==> config.mk <==
export PLATFORM = sky130hd
export DESIGN_NAME = best_fit_segment_allocator
export DESIGN_NICKNAME = d
export VERILOG_FILES = /design/src/hw/rtl/bfsa_pkg.sv /design/src/hw/rtl/best_fit_segment_allocator.sv
export SDC_FILE = /design/constraint.sdc
export NUM_CORES = 2
export LEC_CHECK = 0
export ABC_CLOCK_PERIOD_IN_PS = 17170
export BUFFER_PORTS_ARGS = -buffer_cell sky130_fd_sc_hd__buf_2
export CORE_MARGIN = 4
export CORE_UTILIZATION = 50
export CTS_BUF_LIST = sky130_fd_sc_hd__clkbuf_8
export DETAILED_ROUTE_END_ITERATION = 10
export GPL_ROUTABILITY_DRIVEN = 0
export PLACE_DENSITY = 0.67
export SYNTH_ARGS = -nofsm -noshare
export SYNTH_HDL_FRONTEND = slang
export SYNTH_SLANG_ARGS = --single-unit
==> constraint.sdc <==
create_clock -name i_clk -period 17.17 [get_ports i_clk]
set_input_delay 3.434 -clock i_clk [delete_from_list [all_inputs] [get_ports i_clk]]
set_output_delay 3.434 -clock i_clk [all_outputs]
set_load 0.05 [all_outputs]
==> src/hw/rtl/bfsa_pkg.sv <==
// Shared types and constants of the best-fit segment allocator
`default_nettype none
package bfsa_pkg;

    localparam int FREE_SLOTS_DEF = 16;
    localparam int USED_SLOTS_DEF = 16;
    localparam int ADDR_BITS_DEF  = 16;

    localparam int PADDR_W = 3;
    localparam logic [0:0] REG_TOTAL_SIZE = 1'b0;
    localparam logic [15:0] TOTAL_SIZE_RST = 16'hFFFF;

    localparam logic CMD_ALLOC = 1'b0;
    localparam logic CMD_FREE  = 1'b1;

    typedef enum logic [1:0] {
        ST_OK    = 2'd0,
        ST_NOFIT = 2'd1,
        ST_NOID  = 2'd2,
        ST_FULL  = 2'd3
    } t_status;

endpackage
`default_nettype wire

==> src/hw/rtl/best_fit_segment_allocator.sv <==
// Allocate scans both tables over the larger table depth, commits and registers the result;
// free scans the used table for the job, latches the hit, scans the free table, commits and
// ages the used table in a last scan. One command at a time; one scan index walks the tables
// via one registered read port each; ready rises in the cycle after the result is registered.
// Reset and a total_size write spend one cycle rebuilding the free table before the next beat.
// Reset is synchronous, active low; a result waiting on the output does not stall input accept.
`default_nettype none
module best_fit_segment_allocator
    import bfsa_pkg::*;
#(
    parameter int FREE_SLOTS = FREE_SLOTS_DEF,
    parameter int USED_SLOTS = USED_SLOTS_DEF,
    parameter int ADDR_BITS  = ADDR_BITS_DEF
) (
    input  wire logic               i_clk,
    input  wire logic               i_rst_n,
    input  wire logic               i_s_tvalid,
    output logic                    o_s_tready,
    input  wire logic [31:0]        i_s_tdata,   // job_id[15:0], req_size[31:16]
    input  wire logic [0:0]         i_s_tuser,   // cmd[0]
    output logic                    o_m_tvalid,
    input  wire logic               i_m_tready,
    output logic [31:0]             o_m_tdata,   // block_begin[15:0], block_size[31:16]
    output logic [1:0]              o_m_tuser,   // status[1:0]
    input  wire logic               psel,
    input  wire logic               penable,
    input  wire logic               pwrite,
    input  wire logic [PADDR_W-1:0] paddr,
    input  wire logic [31:0]        pwdata,
    output logic [31:0]             prdata,
    output logic                    pready
);

    localparam int FW     = $clog2(FREE_SLOTS);
    localparam int UW     = (USED_SLOTS > 1) ? $clog2(USED_SLOTS) : 1;
    localparam int SCAN_N = (FREE_SLOTS > USED_SLOTS) ? FREE_SLOTS : USED_SLOTS;
    localparam int SW     = $clog2(SCAN_N + 1);
    localparam int AW     = ADDR_BITS;
    localparam int CW     = (AW > 16) ? AW : 16;
    localparam logic [AW-1:0] AMAX = {AW{1'b1}};

    typedef enum logic [3:0] {
        S_INIT, S_IDLE, S_ASCAN, S_ACOMMIT, S_FSCAN, S_FREAD, S_FLATCH,
        S_FSCAN2, S_FCOMMIT, S_AGE, S_PUT
    } t_state;

    t_state r_state;

    logic [15:0] r_total;
    logic [FREE_SLOTS-1:0] r_fv;
    logic [USED_SLOTS-1:0] r_uv;

    logic [AW-1:0] r_fb_mem [FREE_SLOTS];
    logic [AW-1:0] r_fe_mem [FREE_SLOTS];
    logic [15:0]   r_uo_mem [USED_SLOTS];
    logic [AW-1:0] r_ub_mem [USED_SLOTS];
    logic [AW-1:0] r_ue_mem [USED_SLOTS];
    logic [UW-1:0] r_ua_mem [USED_SLOTS];

    logic [AW-1:0] r_fb_q, r_fe_q, r_ub_q, r_ue_q;
    logic [15:0]   r_uo_q;
    logic [UW-1:0] r_ua_q;

    logic          r_cmd;
    logic [15:0]   r_job, r_req;
    logic [SW-1:0] r_idx;

    logic          r_bfound;
    logic [FW-1:0] r_bidx;
    logic [AW-1:0] r_bsize, r_bbeg, r_bend;
    logic          r_uslotf;
    logic [UW-1:0] r_uslot;
    logic [UW:0]   r_cnt;

    logic          r_hitf;
    logic [UW-1:0] r_hit, r_hitage;
    logic [AW-1:0] r_b, r_e, r_rend;
    logic          r_leftf, r_rightf, r_fslotf;
    logic [FW-1:0] r_left, r_right, r_fslot;

    t_status       r_rs;
    logic [15:0]   r_rb, r_rz;
    logic          r_ovalid;
    t_status       r_ost;
    logic [15:0]   r_ob, r_oz;

    logic [AW-1:0] w_lim, w_sz, w_nbeg;
    logic [SW-1:0] w_e;
    logic          w_eval, w_ein_f, w_ein_u, w_fits, w_better, w_cfg_wr, w_put;
    logic [UW-1:0] w_urd;
    logic [FW-1:0] w_frd;

    assign w_lim    = (CW'(r_total) > CW'(AMAX)) ? AMAX : AW'(r_total);
    assign w_e      = r_idx - SW'(1);
    assign w_eval   = (r_idx != '0);
    assign w_ein_f  = w_eval && (w_e < SW'(FREE_SLOTS));
    assign w_ein_u  = w_eval && (w_e < SW'(USED_SLOTS));
    assign w_sz     = r_fe_q - r_fb_q;
    assign w_fits   = (r_req != 16'd0) && (CW'(w_sz) >= CW'(r_req));
    assign w_better = !r_bfound || (w_sz < r_bsize) ||
                      ((w_sz == r_bsize) && (r_fb_q < r_bbeg));
    assign w_nbeg   = AW'(CW'(r_bbeg) + CW'(r_req));
    assign w_urd    = (r_state == S_FREAD) ? r_hit : r_idx[UW-1:0];
    assign w_frd    = r_idx[FW-1:0];
    assign w_cfg_wr = psel && penable && pwrite && (paddr[2] == REG_TOTAL_SIZE);
    assign w_put    = (r_state == S_PUT) && (!r_ovalid || i_m_tready) && !w_cfg_wr;

    always_ff @(posedge i_clk) begin
        r_fb_q <= r_fb_mem[w_frd];
        r_fe_q <= r_fe_mem[w_frd];
        r_uo_q <= r_uo_mem[w_urd];
        r_ub_q <= r_ub_mem[w_urd];
        r_ue_q <= r_ue_mem[w_urd];
        r_ua_q <= r_ua_mem[w_urd];
    end

    always_ff @(posedge i_clk) begin
        if (!i_rst_n) begin
            r_state  <= S_INIT;
            r_total  <= TOTAL_SIZE_RST;
            r_fv     <= '0;
            r_uv     <= '0;
            r_ovalid <= 1'b0;
        end else begin
            if (w_put) begin
                r_ovalid <= 1'b1;
            end else if (i_m_tready) begin
                r_ovalid <= 1'b0;
            end
            if (w_cfg_wr) begin
                r_total <= pwdata[15:0];
                r_state <= S_INIT;
            end else begin
                case (r_state)
                    S_INIT: begin
                        r_fv        <= FREE_SLOTS'(w_lim != '0);
                        r_uv        <= '0;
                        r_fb_mem[0] <= '0;
                        r_fe_mem[0] <= w_lim;
                        r_state     <= S_IDLE;
                    end
                    S_IDLE: begin
                        if (i_s_tvalid) begin
                            r_cmd    <= i_s_tuser[0];
                            r_job    <= i_s_tdata[15:0];
                            r_req    <= i_s_tdata[31:16];
                            r_idx    <= '0;
                            r_bfound <= 1'b0;
                            r_uslotf <= 1'b0;
                            r_cnt    <= '0;
                            r_hitf   <= 1'b0;
                            r_leftf  <= 1'b0;
                            r_rightf <= 1'b0;
                            r_fslotf <= 1'b0;
                            r_state  <= (i_s_tuser[0] == CMD_ALLOC) ? S_ASCAN : S_FSCAN;
                        end
                    end
                    S_ASCAN: begin
                        if (w_ein_f && r_fv[w_e[FW-1:0]] && w_fits && w_better) begin
                            r_bfound <= 1'b1;
                            r_bidx   <= w_e[FW-1:0];
                            r_bsize  <= w_sz;
                            r_bbeg   <= r_fb_q;
                            r_bend   <= r_fe_q;
                        end
                        if (w_ein_u) begin
                            if (r_uv[w_e[UW-1:0]]) begin
                                r_cnt <= r_cnt + (UW+1)'(1);
                            end else if (!r_uslotf) begin
                                r_uslotf <= 1'b1;
                                r_uslot  <= w_e[UW-1:0];
                            end
                        end
                        if (r_idx == SW'(SCAN_N)) begin
                            r_state <= S_ACOMMIT;
                        end else begin
                            r_idx <= r_idx + SW'(1);
                        end
                    end
                    S_ACOMMIT: begin
                        r_state <= S_PUT;
                        r_rb    <= '0;
                        r_rz    <= '0;
                        if (!r_bfound) begin
                            r_rs <= ST_NOFIT;
                        end else if (!r_uslotf) begin
                            r_rs <= ST_FULL;
                        end else begin
                            r_uo_mem[r_uslot] <= r_job;
                            r_ub_mem[r_uslot] <= r_bbeg;
                            r_ue_mem[r_uslot] <= w_nbeg;
                            r_ua_mem[r_uslot] <= r_cnt[UW-1:0];
                            r_uv[r_uslot]     <= 1'b1;
                            r_fb_mem[r_bidx]  <= w_nbeg;
                            if (w_nbeg == r_bend) begin
                                r_fv[r_bidx] <= 1'b0;
                            end
                            r_rs <= ST_OK;
                            r_rb <= 16'(r_bbeg);
                            r_rz <= r_req;
                        end
                    end
                    S_FSCAN: begin
                        if (w_ein_u && r_uv[w_e[UW-1:0]] && (r_uo_q == r_job) &&
                            (!r_hitf || (r_ua_q < r_hitage))) begin
                            r_hitf   <= 1'b1;
                            r_hit    <= w_e[UW-1:0];
                            r_hitage <= r_ua_q;
                        end
                        if (r_idx == SW'(SCAN_N)) begin
                            r_state <= S_FREAD;
                        end else begin
                            r_idx <= r_idx + SW'(1);
                        end
                    end
                    S_FREAD: begin
                        if (!r_hitf) begin
                            r_rs    <= ST_NOID;
                            r_rb    <= '0;
                            r_rz    <= '0;
                            r_state <= S_PUT;
                        end else begin
                            r_state <= S_FLATCH;
                        end
                    end
                    S_FLATCH: begin
                        r_b     <= r_ub_q;
                        r_e     <= r_ue_q;
                        r_idx   <= '0;
                        r_state <= S_FSCAN2;
                    end
                    S_FSCAN2: begin
                        if (w_ein_f) begin
                            if (!r_fv[w_e[FW-1:0]]) begin
                                if (!r_fslotf) begin
                                    r_fslotf <= 1'b1;
                                    r_fslot  <= w_e[FW-1:0];
                                end
                            end else begin
                                if (r_fe_q == r_b) begin
                                    r_leftf <= 1'b1;
                                    r_left  <= w_e[FW-1:0];
                                end
                                if (r_fb_q == r_e) begin
                                    r_rightf <= 1'b1;
                                    r_right  <= w_e[FW-1:0];
                                    r_rend   <= r_fe_q;
                                end
                            end
                        end
                        if (r_idx == SW'(SCAN_N)) begin
                            r_state <= S_FCOMMIT;
                        end else begin
                            r_idx <= r_idx + SW'(1);
                        end
                    end
                    S_FCOMMIT: begin
                        r_idx   <= '0;
                        r_state <= S_AGE;
                        if (r_leftf && r_rightf) begin
                            r_fe_mem[r_left] <= r_rend;
                            r_fv[r_right]    <= 1'b0;
                        end else if (r_leftf) begin
                            r_fe_mem[r_left] <= r_e;
                        end else if (r_rightf) begin
                            r_fb_mem[r_right] <= r_b;
                        end else if (r_fslotf) begin
                            r_fb_mem[r_fslot] <= r_b;
                            r_fe_mem[r_fslot] <= r_e;
                            r_fv[r_fslot]     <= 1'b1;
                        end else begin
                            r_rs    <= ST_FULL;
                            r_rb    <= '0;
                            r_rz    <= '0;
                            r_state <= S_PUT;
                        end
                        if (r_leftf || r_rightf || r_fslotf) begin
                            r_uv[r_hit] <= 1'b0;
                        end
                    end
                    S_AGE: begin
                        if (w_ein_u && r_uv[w_e[UW-1:0]] && (r_ua_q > r_hitage)) begin
                            r_ua_mem[w_e[UW-1:0]] <= r_ua_q - UW'(1);
                        end
                        if (r_idx == SW'(SCAN_N)) begin
                            r_rs    <= ST_OK;
                            r_rb    <= 16'(r_b);
                            r_rz    <= 16'(r_e - r_b);
                            r_state <= S_PUT;
                        end else begin
                            r_idx <= r_idx + SW'(1);
                        end
                    end
                    S_PUT: begin
                        if (w_put) begin
                            r_ost   <= r_rs;
                            r_ob    <= r_rb;
                            r_oz    <= r_rz;
                            r_state <= S_IDLE;
                        end
                    end
                    default: begin
                        r_state <= S_INIT;
                    end
                endcase
            end
        end
    end

    assign o_s_tready = (r_state == S_IDLE);
    assign o_m_tvalid = r_ovalid;
    assign o_m_tdata  = {r_oz, r_ob};
    assign o_m_tuser  = r_ost;
    assign prdata     = (paddr[2] == REG_TOTAL_SIZE) ? 32'(r_total) : 32'd0;
    assign pready     = 1'b1;

endmodule
`default_nettype wire

# --- Yosys cells after proc, flatten, opt, wreduce, memory -nomap -nowiden ---
# Memory sizes are Yosys's and may differ from the RTL's. A register that Yosys moved wholly into a read port is not among the register bits.
# Index checks and enable logic that the tools add are counted.
# Widths: inputs -> output; s select.
classes:
  addsub: 7
  order_cmp: 18
  eq_ne: 45
  mux: 151
  bitwise_logic: 16
  reduce_logical: 72
ops:
  columns: ["cell", "count"]
  rows:
  - ["$mux 16", 29]
  - ["$pmux 16 s4", 2]
  - ["$pmux 16 s3", 2]
  - ["$eq 16x16->1", 5]
  - ["$reduce_or 16->1", 5]
  - ["$mux 1", 69]
  - ["$mux 4", 15]
  - ["$ne 2x2->1 const B", 26]
  - ["$and 16x16->16", 3]
  - ["$not 16->16", 3]
  - ["$reduce_and 6->1", 8]
  - ["$pmux 4 s11", 1]
  - ["$lt 16x16->1", 2]
  - ["$or 16x16->16", 2]
  - ["$reduce_bool 16->1", 2]
  - ["$sub 16x16->16", 2]
  - ["$lt 4x5->1 const B", 6]
  - ["$mux 2", 12]
  - ["$logic_and 1x1->1", 21]
  - ["$demux 1 s4", 5]
  - ["$ge 4x1->1 const B", 5]
  - ["$mux 5", 4]
  - ["$reduce_and 5->1", 4]
  - ["$add 16x16->16", 1]
  - ["other kinds (36)", 75]
word_totals:
  ff_bits: 293
  ramBits: 1344
  input_bits: 75
  output_inout_bits: 69
  word_cells: 349
  memories: 6
memory_table:
  columns: ["name", "depth", "width", "rd", "rd_ports_with_merged_regs", "wr", "line_no", "text"]
  rows:
  - ["r_fb_mem", 16, 16, 1, 1, 1, "best_fit_segment_allocator.sv:53", "logic [AW-1:0] r_fb_mem [FREE_SLOTS];"]
  - ["r_fe_mem", 16, 16, 1, 1, 1, "best_fit_segment_allocator.sv:54", "logic [AW-1:0] r_fe_mem [FREE_SLOTS];"]
  - ["r_ub_mem", 16, 16, 1, 1, 1, "best_fit_segment_allocator.sv:56", "logic [AW-1:0] r_ub_mem [USED_SLOTS];"]
  - ["r_ue_mem", 16, 16, 1, 1, 1, "best_fit_segment_allocator.sv:57", "logic [AW-1:0] r_ue_mem [USED_SLOTS];"]
  - ["r_uo_mem", 16, 16, 1, 1, 1, "best_fit_segment_allocator.sv:55", "logic [15:0] r_uo_mem [USED_SLOTS];"]
  - ["r_ua_mem", 16, 4, 1, 1, 1, "best_fit_segment_allocator.sv:58", "logic [UW-1:0] r_ua_mem [USED_SLOTS];"]

# --- Depth between registers and ports, before layout ---
logic_depth:
  ltp_word: 12
  mapped_depth: 22
  mapped_depth_nobuf: 22

# --- Worst setup path after synthesis ---
# Ideal clock, no wire load.
synth_timing:
  kind: "in2reg"
  startpoint: "in i_rst_n"
  endpoint: "mem r_ub_mem[0][0] in the netlist's numbering, enable pin"
  setup_ps: 513
  t_arrival_ps: 8143
  required_ps: 16657
  slack_ps: 8514
  cell_stages: 7
  path_buffers: 3
  path_cell_list: "clkbuf_1 > nand2_1 > clkbuf_1 > nor3_1 > clkbuf_1 > nand2_1 > nor3_1"
synth_via:
  elab_chain_len: 2
synth_rtl:
  columns: ["item", "line_no", "text"]
  rows:
  - ["start: declaration", "best_fit_segment_allocator.sv:16", "input wire logic i_rst_n,"]
  - ["$mux 1", "best_fit_segment_allocator.sv:118", "if (!i_rst_n) begin"]
  - ["$mux 1 (not written as such)", "best_fit_segment_allocator.sv:190", "r_ub_mem[r_uslot] <= r_bbeg;"]
  - ["end: declaration", "best_fit_segment_allocator.sv:56", null]
# Every way passes these cells.

# --- Worst setup path after layout ---
layout_timing:
  startpoint: "in paddr[2]"
  endpoint: "out prdata[15]"
layout_via:
  elab_chain_len: 1
layout_rtl:
  columns: ["item", "line_no", "text"]
  rows:
  - ["start: declaration", "best_fit_segment_allocator.sv:28", "input wire logic [PADDR_W-1:0] paddr,"]
  - ["$mux 16", "best_fit_segment_allocator.sv:314", "assign prdata = (paddr[2] == REG_TOTAL_SIZE) ? 32'(r_total) : 32'd0;"]
  - ["end: declaration", "best_fit_segment_allocator.sv:30", "output logic [31:0] prdata,"]
# Every way passes these cells.

==> impl_results.html <==
<table>
<tr><th>Metric</th><th>Value</th></tr>
<tr><th colspan="2">Run status</th></tr>
<tr><td>Run status</td><td>completed</td></tr>
<tr><th colspan="2">GRT</th></tr>
<tr><td>Overflow left after global routing</td><td>0</td></tr>
<tr><td>Vias in the first global route</td><td>37619</td></tr>
<tr><td>First-pass GRT wire length</td><td>249 mm</td></tr>
<tr><td>Pin count of the biggest net entering global routing</td><td>104</td></tr>
<tr><td>Antenna violations before repair</td><td>12</td></tr>
<tr><td>Tot GR Track Use</td><td>0.234</td></tr>
<tr><th colspan="2">Critical path</th></tr>
<tr><td>Arrival time at the worst endpoint</td><td>4230 ps</td></tr>
<tr><td>Required time worst endpoint</td><td>13740 ps</td></tr>
<tr><td>Cell repeated most along the worst path</td><td>sky130_fd_sc_hd__buf_2</td></tr>
<tr><td>Type of destination of the critical path</td><td>output port</td></tr>
<tr><td>Highest-delay cell along the critical path</td><td>sky130_fd_sc_hd__buf_2</td></tr>
<tr><td>Highest fanout seen on the critical path</td><td>18</td></tr>
<tr><td>Slack of the worst reg-to-reg path</td><td>10780 ps</td></tr>
<tr><td>Critical path launch point</td><td>paddr[2]</td></tr>
<tr><td>Cell chain of the critical path</td><td>buf_2 -&gt; and2b_1 -&gt; buf_2</td></tr>
<tr><td>Slowest cell delay on critical path</td><td>350 ps</td></tr>
<tr><td>Startpoint type of the worst setup path</td><td>primary input</td></tr>
<tr><td>Startpoint of the worst register-to-register path</td><td>r_fe_q[0]$_DFF_P_</td></tr>
<tr><td>Category of the critical setup timing path</td><td>in2out</td></tr>
<tr><td>Depth of the worst register-to-register path</td><td>24</td></tr>
<tr><td>Worst R2R End</td><td>r_bsize[5]$_DFFE_PP_</td></tr>
<tr><th colspan="2">Finish</th></tr>
<tr><td>Count of filler cells inserted in the layout</td><td>10445</td></tr>
<tr><td>Layout area overhead</td><td>11.9%</td></tr>
<tr><td>Layout cell share with drive strength beyond 1</td><td>0.231</td></tr>
<tr><td>Post-Layout Inst Area</td><td>77500 sq um</td></tr>
<tr><td>Layout Nets</td><td>4359</td></tr>
<tr><th colspan="2">Routing</th></tr>
<tr><td>Total DRC errors in the routed layout</td><td>0</td></tr>
<tr><td>Avg Vias per Cell</td><td>6.06</td></tr>
<tr><td>DRT iter0 DRCs</td><td>3848</td></tr>
<tr><td>Detailed Route WL</td><td>169 mm</td></tr>
<tr><td>Post-route antenna net violation count</td><td>0</td></tr>
<tr><td>First-pass iteration count of the detailed router</td><td>6</td></tr>
<tr><td>Vias</td><td>37541</td></tr>
<tr><td>Routed wirelength normalized by instance count</td><td>27.4 um</td></tr>
<tr><th colspan="2">Synth</th></tr>
<tr><td>Share of the synthesized area in the top cell type</td><td>0.686</td></tr>
<tr><td>Synth Cell Area</td><td>69300 sq um</td></tr>
<tr><td>Sequential area share after synthesis</td><td>0.726</td></tr>
<tr><td>Top cell types by occurrence after synthesis</td><td>1583 x sky130_fd_sc_hd__edfxtp_1, 377 x sky130_fd_sc_hd__mux4_2, 248 x sky130_fd_sc_hd__nand2_1</td></tr>
<tr><td>Synthesized instance count</td><td>3860</td></tr>
<tr><td>Seq cells post-synth</td><td>1720</td></tr>
<tr><td>Cell type with the largest total area after synthesis</td><td>sky130_fd_sc_hd__edfxtp_1</td></tr>
<tr><td>Synth async-reset ratio</td><td>0</td></tr>
<tr><td>Warnings, synthesis</td><td>0</td></tr>
<tr><td>Main area contributors after synthesis</td><td>sky130_fd_sc_hd__edfxtp_1 69%, sky130_fd_sc_hd__mux4_2 12%, sky130_fd_sc_hd__dfxtp_1 4.0%</td></tr>
<tr><td>Post-synth cell types</td><td>82</td></tr>
<tr><td>EDFF count, synth</td><td>1583</td></tr>
<tr><td>Most instantiated flip-flop cell in the synthesis netlist</td><td>sky130_fd_sc_hd__edfxtp_1</td></tr>
<tr><td>Most instantiated library cell after synthesis</td><td>sky130_fd_sc_hd__edfxtp_1</td></tr>
<tr><td>Average size of a mapped cell</td><td>17.9 sq um</td></tr>
<tr><th colspan="2">Place</th></tr>
<tr><td>Count of input and output buffers</td><td>108</td></tr>
<tr><td>Placed wire-length estimate</td><td>99.3 mm</td></tr>
<tr><td>Post-DP Area</td><td>72300 sq um</td></tr>
<tr><th colspan="2">CTS</th></tr>
<tr><td>Clock Pin Slew Worst Setup and Hold Paths</td><td>60 ps</td></tr>
<tr><td>Count of instances resized after the clock tree is built</td><td>0</td></tr>
<tr><td>CTS tree</td><td>yes</td></tr>
<tr><td>H-tree depth</td><td>5</td></tr>
<tr><td>Max Buffers Root-to-Sink</td><td>4</td></tr>
<tr><td>Clock latency of the later-clocked register in the worst-skew pair</td><td>1010 ps</td></tr>
<tr><td>Num Clock Sinks</td><td>1720</td></tr>
<tr><td>Post-CTS Repair Setup Buffers</td><td>0</td></tr>
<tr><td>Clock root buffer</td><td>sky130_fd_sc_hd__clkbuf_8</td></tr>
<tr><td>Hold bufs inserted after CTS</td><td>0</td></tr>
<tr><td>Inserted Clock Buffers</td><td>292</td></tr>
<tr><th colspan="2">STA</th></tr>
<tr><td>Final hold viol count</td><td>0</td></tr>
<tr><td>Final critical delay including setup and external delays</td><td>7670 ps</td></tr>
<tr><td>Final clock skew</td><td>61.9 ps</td></tr>
<tr><td>Max-slew violation total from the final report</td><td>0</td></tr>
<tr><td>Highest clock rate</td><td>130 MHz</td></tr>
<tr><td>Unrepaired setup endpoints after global routing</td><td>no</td></tr>
<tr><td>Relative max-transition margin</td><td>0.131</td></tr>
<tr><td>Tightest Pin Transition</td><td>1290 ps</td></tr>
<tr><td>Fin crit share</td><td>0.447</td></tr>
<tr><td>Setup-failing EPs final</td><td>0</td></tr>
<tr><td>Final total negative setup slack</td><td>0 ps</td></tr>
<tr><th colspan="2">Power</th></tr>
<tr><td>Switching pwr</td><td>3130 uW</td></tr>
<tr><td>Proportion of power drawn by the clock network</td><td>0.309</td></tr>
<tr><td>Sequential power share</td><td>0.471</td></tr>
<tr><td>Share of total power in combinational logic</td><td>0.219</td></tr>
<tr><td>Int Pwr</td><td>7600 uW</td></tr>
<tr><td>Switching part of the total</td><td>0.292</td></tr>
<tr><td>Pwr dens</td><td>138 nW/um^2</td></tr>
<tr><td>Reported leakage power</td><td>0.0265 uW</td></tr>
<tr><td>Largest vdd supply drop</td><td>0.0000951 V</td></tr>
<tr><th colspan="2">Floorplan</th></tr>
<tr><td>Core Rows</td><td>136</td></tr>
<tr><td>Effective utilization at floorplan</td><td>0.504</td></tr>
<tr><td>Vertical die dimension</td><td>380 um</td></tr>
<tr><td>Die area</td><td>145000 sq um</td></tr>
<tr><td>Area of the core region</td><td>137000 sq um</td></tr>
<tr><td>Die width</td><td>380 um</td></tr>
<tr><td>Boundary pin count</td><td>144</td></tr>
<tr><th colspan="2">Worst hold path</th></tr>
<tr><td>Type of the tightest min-delay check</td><td>reg2reg</td></tr>
<tr><td>Hold EP</td><td>r_e[2]$_DFFE_PP_</td></tr>
<tr><td>Number of cells on the worst hold path</td><td>0</td></tr>
<tr><td>Launch instance of the worst min-delay path</td><td>r_ue_q[2]$_DFF_P_</td></tr>
<tr><th colspan="2">Job</th></tr>
<tr><td>Max-capacitance violation count</td><td>0</td></tr>
</table>
==> metrics by stage <==
step	worst slack, ps	cells	utilization	hold slack [ps]	power (uW)
after floorplan	8510	3875	-	386	6750
after detailed placement	9350	5680	0.526	390	7490
after global placement	9450	5680	0.526	390	7460
final	9500	6191	0.564	401	10700
after CTS	9470	6185	0.564	397	10800
after global routing	9460	6189	0.564	404	11200
==> state kept, by name, indices dropped and copies added (netlist names), 64 cells and up <==
| signal | flops |
|---|---|
| r_fb_mem | 256 |
| r_fe_mem | 256 |
| r_ua_mem | 64 |
| r_ub_mem | 256 |
| r_ue_mem | 256 |
| r_uo_mem | 256 |
==> critical path: cells and delay by family <==
| family | cells | cell delay [ps] |
|---|---|---|
| buffers and inverters | 2 | 550 |
| AND/OR/NAND/NOR | 1 | 230 |
==> power by group through the flow <==
stage | combinational (uW) | sequential (uW) | clock, uW
after floorplan | 1770 | 4980 | 0
after global placement | 2330 | 5130 | 0
after detailed placement | 2360 | 5130 | 0
after CTS | 2370 | 5050 | 3390
after global routing | 2580 | 5050 | 3610
final | 2350 | 5050 | 3320
==> layer usage <==
layer  up-vias  global-route usage  wire (um)
met3       299              0.0530      16400
met5         -                   0          7
met2      1789               0.361      79300
met4         2              0.0752       4660
met1     19402               0.336      69000
li1      16049                   -          -
==> placed cells by master, fill, tap and decap left out, types with 8 or more instances in the layout <==
| cell | count |
|---|---|
| sky130_fd_sc_hd__a211oi_1 | 58 |
| sky130_fd_sc_hd__a21o_1 | 36 |
| sky130_fd_sc_hd__a21oi_1 | 72 |
| sky130_fd_sc_hd__a22o_1 | 20 |
| sky130_fd_sc_hd__a22oi_1 | 8 |
| sky130_fd_sc_hd__a31oi_1 | 66 |
| sky130_fd_sc_hd__and2_1 | 75 |
| sky130_fd_sc_hd__buf_2 | 108 |
| sky130_fd_sc_hd__buf_4 | 97 |
| sky130_fd_sc_hd__clkbuf_8 | 317 |
| sky130_fd_sc_hd__clkinv_1 | 36 |
| sky130_fd_sc_hd__clkinv_2 | 26 |
| sky130_fd_sc_hd__clkinvlp_4 | 9 |
| sky130_fd_sc_hd__conb_1 | 17 |
| sky130_fd_sc_hd__dfxtp_1 | 137 |
| sky130_fd_sc_hd__edfxtp_1 | 1583 |
| sky130_fd_sc_hd__ha_1 | 101 |
| sky130_fd_sc_hd__inv_1 | 226 |
| sky130_fd_sc_hd__mux4_2 | 377 |
| sky130_fd_sc_hd__nand2_1 | 248 |
| sky130_fd_sc_hd__nand2b_1 | 30 |
| sky130_fd_sc_hd__nand3_1 | 42 |
| sky130_fd_sc_hd__nand4_1 | 27 |
| sky130_fd_sc_hd__nor2_1 | 127 |
| sky130_fd_sc_hd__nor2_2 | 18 |
| sky130_fd_sc_hd__nor2_4 | 14 |
| sky130_fd_sc_hd__nor2b_1 | 28 |
| sky130_fd_sc_hd__nor3_1 | 37 |
| sky130_fd_sc_hd__nor4_1 | 31 |
| sky130_fd_sc_hd__o21a_1 | 11 |
| sky130_fd_sc_hd__o21ai_0 | 126 |
| sky130_fd_sc_hd__o221a_1 | 15 |
| sky130_fd_sc_hd__o22ai_1 | 12 |
| sky130_fd_sc_hd__or2_2 | 8 |
| sky130_fd_sc_hd__or3_1 | 10 |
| sky130_fd_sc_hd__xnor2_1 | 77 |
| sky130_fd_sc_hd__xor2_1 | 27 |
==> worst max path at each step <==
stage / endpoint
2_1_floorplan: r_ub_mem[0][0]$_DFFE_PP_
3_3_place_gp: r_fe_mem[4][10]$_DFFE_PP_
3_5_place_dp: r_fe_mem[7][1]$_DFFE_PP_
4_1_cts: prdata[15]
5_1_grt: prdata[15]
6_report: prdata[15]
==> area by class of cell <==
type                            count  area (sq um)  area share
Sequential cell                  1720         50300       0.648
Multi-Input combinational cell   1845         18000       0.232
Clock buffer                      317          4360      0.0563
Tap cell                         1794          2240      0.0289
Timing Repair Buffer              207          1310      0.0169
Clock inverter                    188           882      0.0114
Inverter                          114           428     0.00552
Antenna cell                        6          15.0    0.000194
==> logic make-up after synthesis <==
family                     Yosys count  synth area share
DFF                               1720             0.726
and+or+nand+nor                    735            0.0511
AOI/OAI and AO/OA                  493            0.0473
muxes                              389             0.124
buffers and inverters              310            0.0186
xor gates and xnor gates           107            0.0135
adders and majority gates          104            0.0191
other                                2          0.000108
Note: power is estimated with default switching activity, not from simulation.
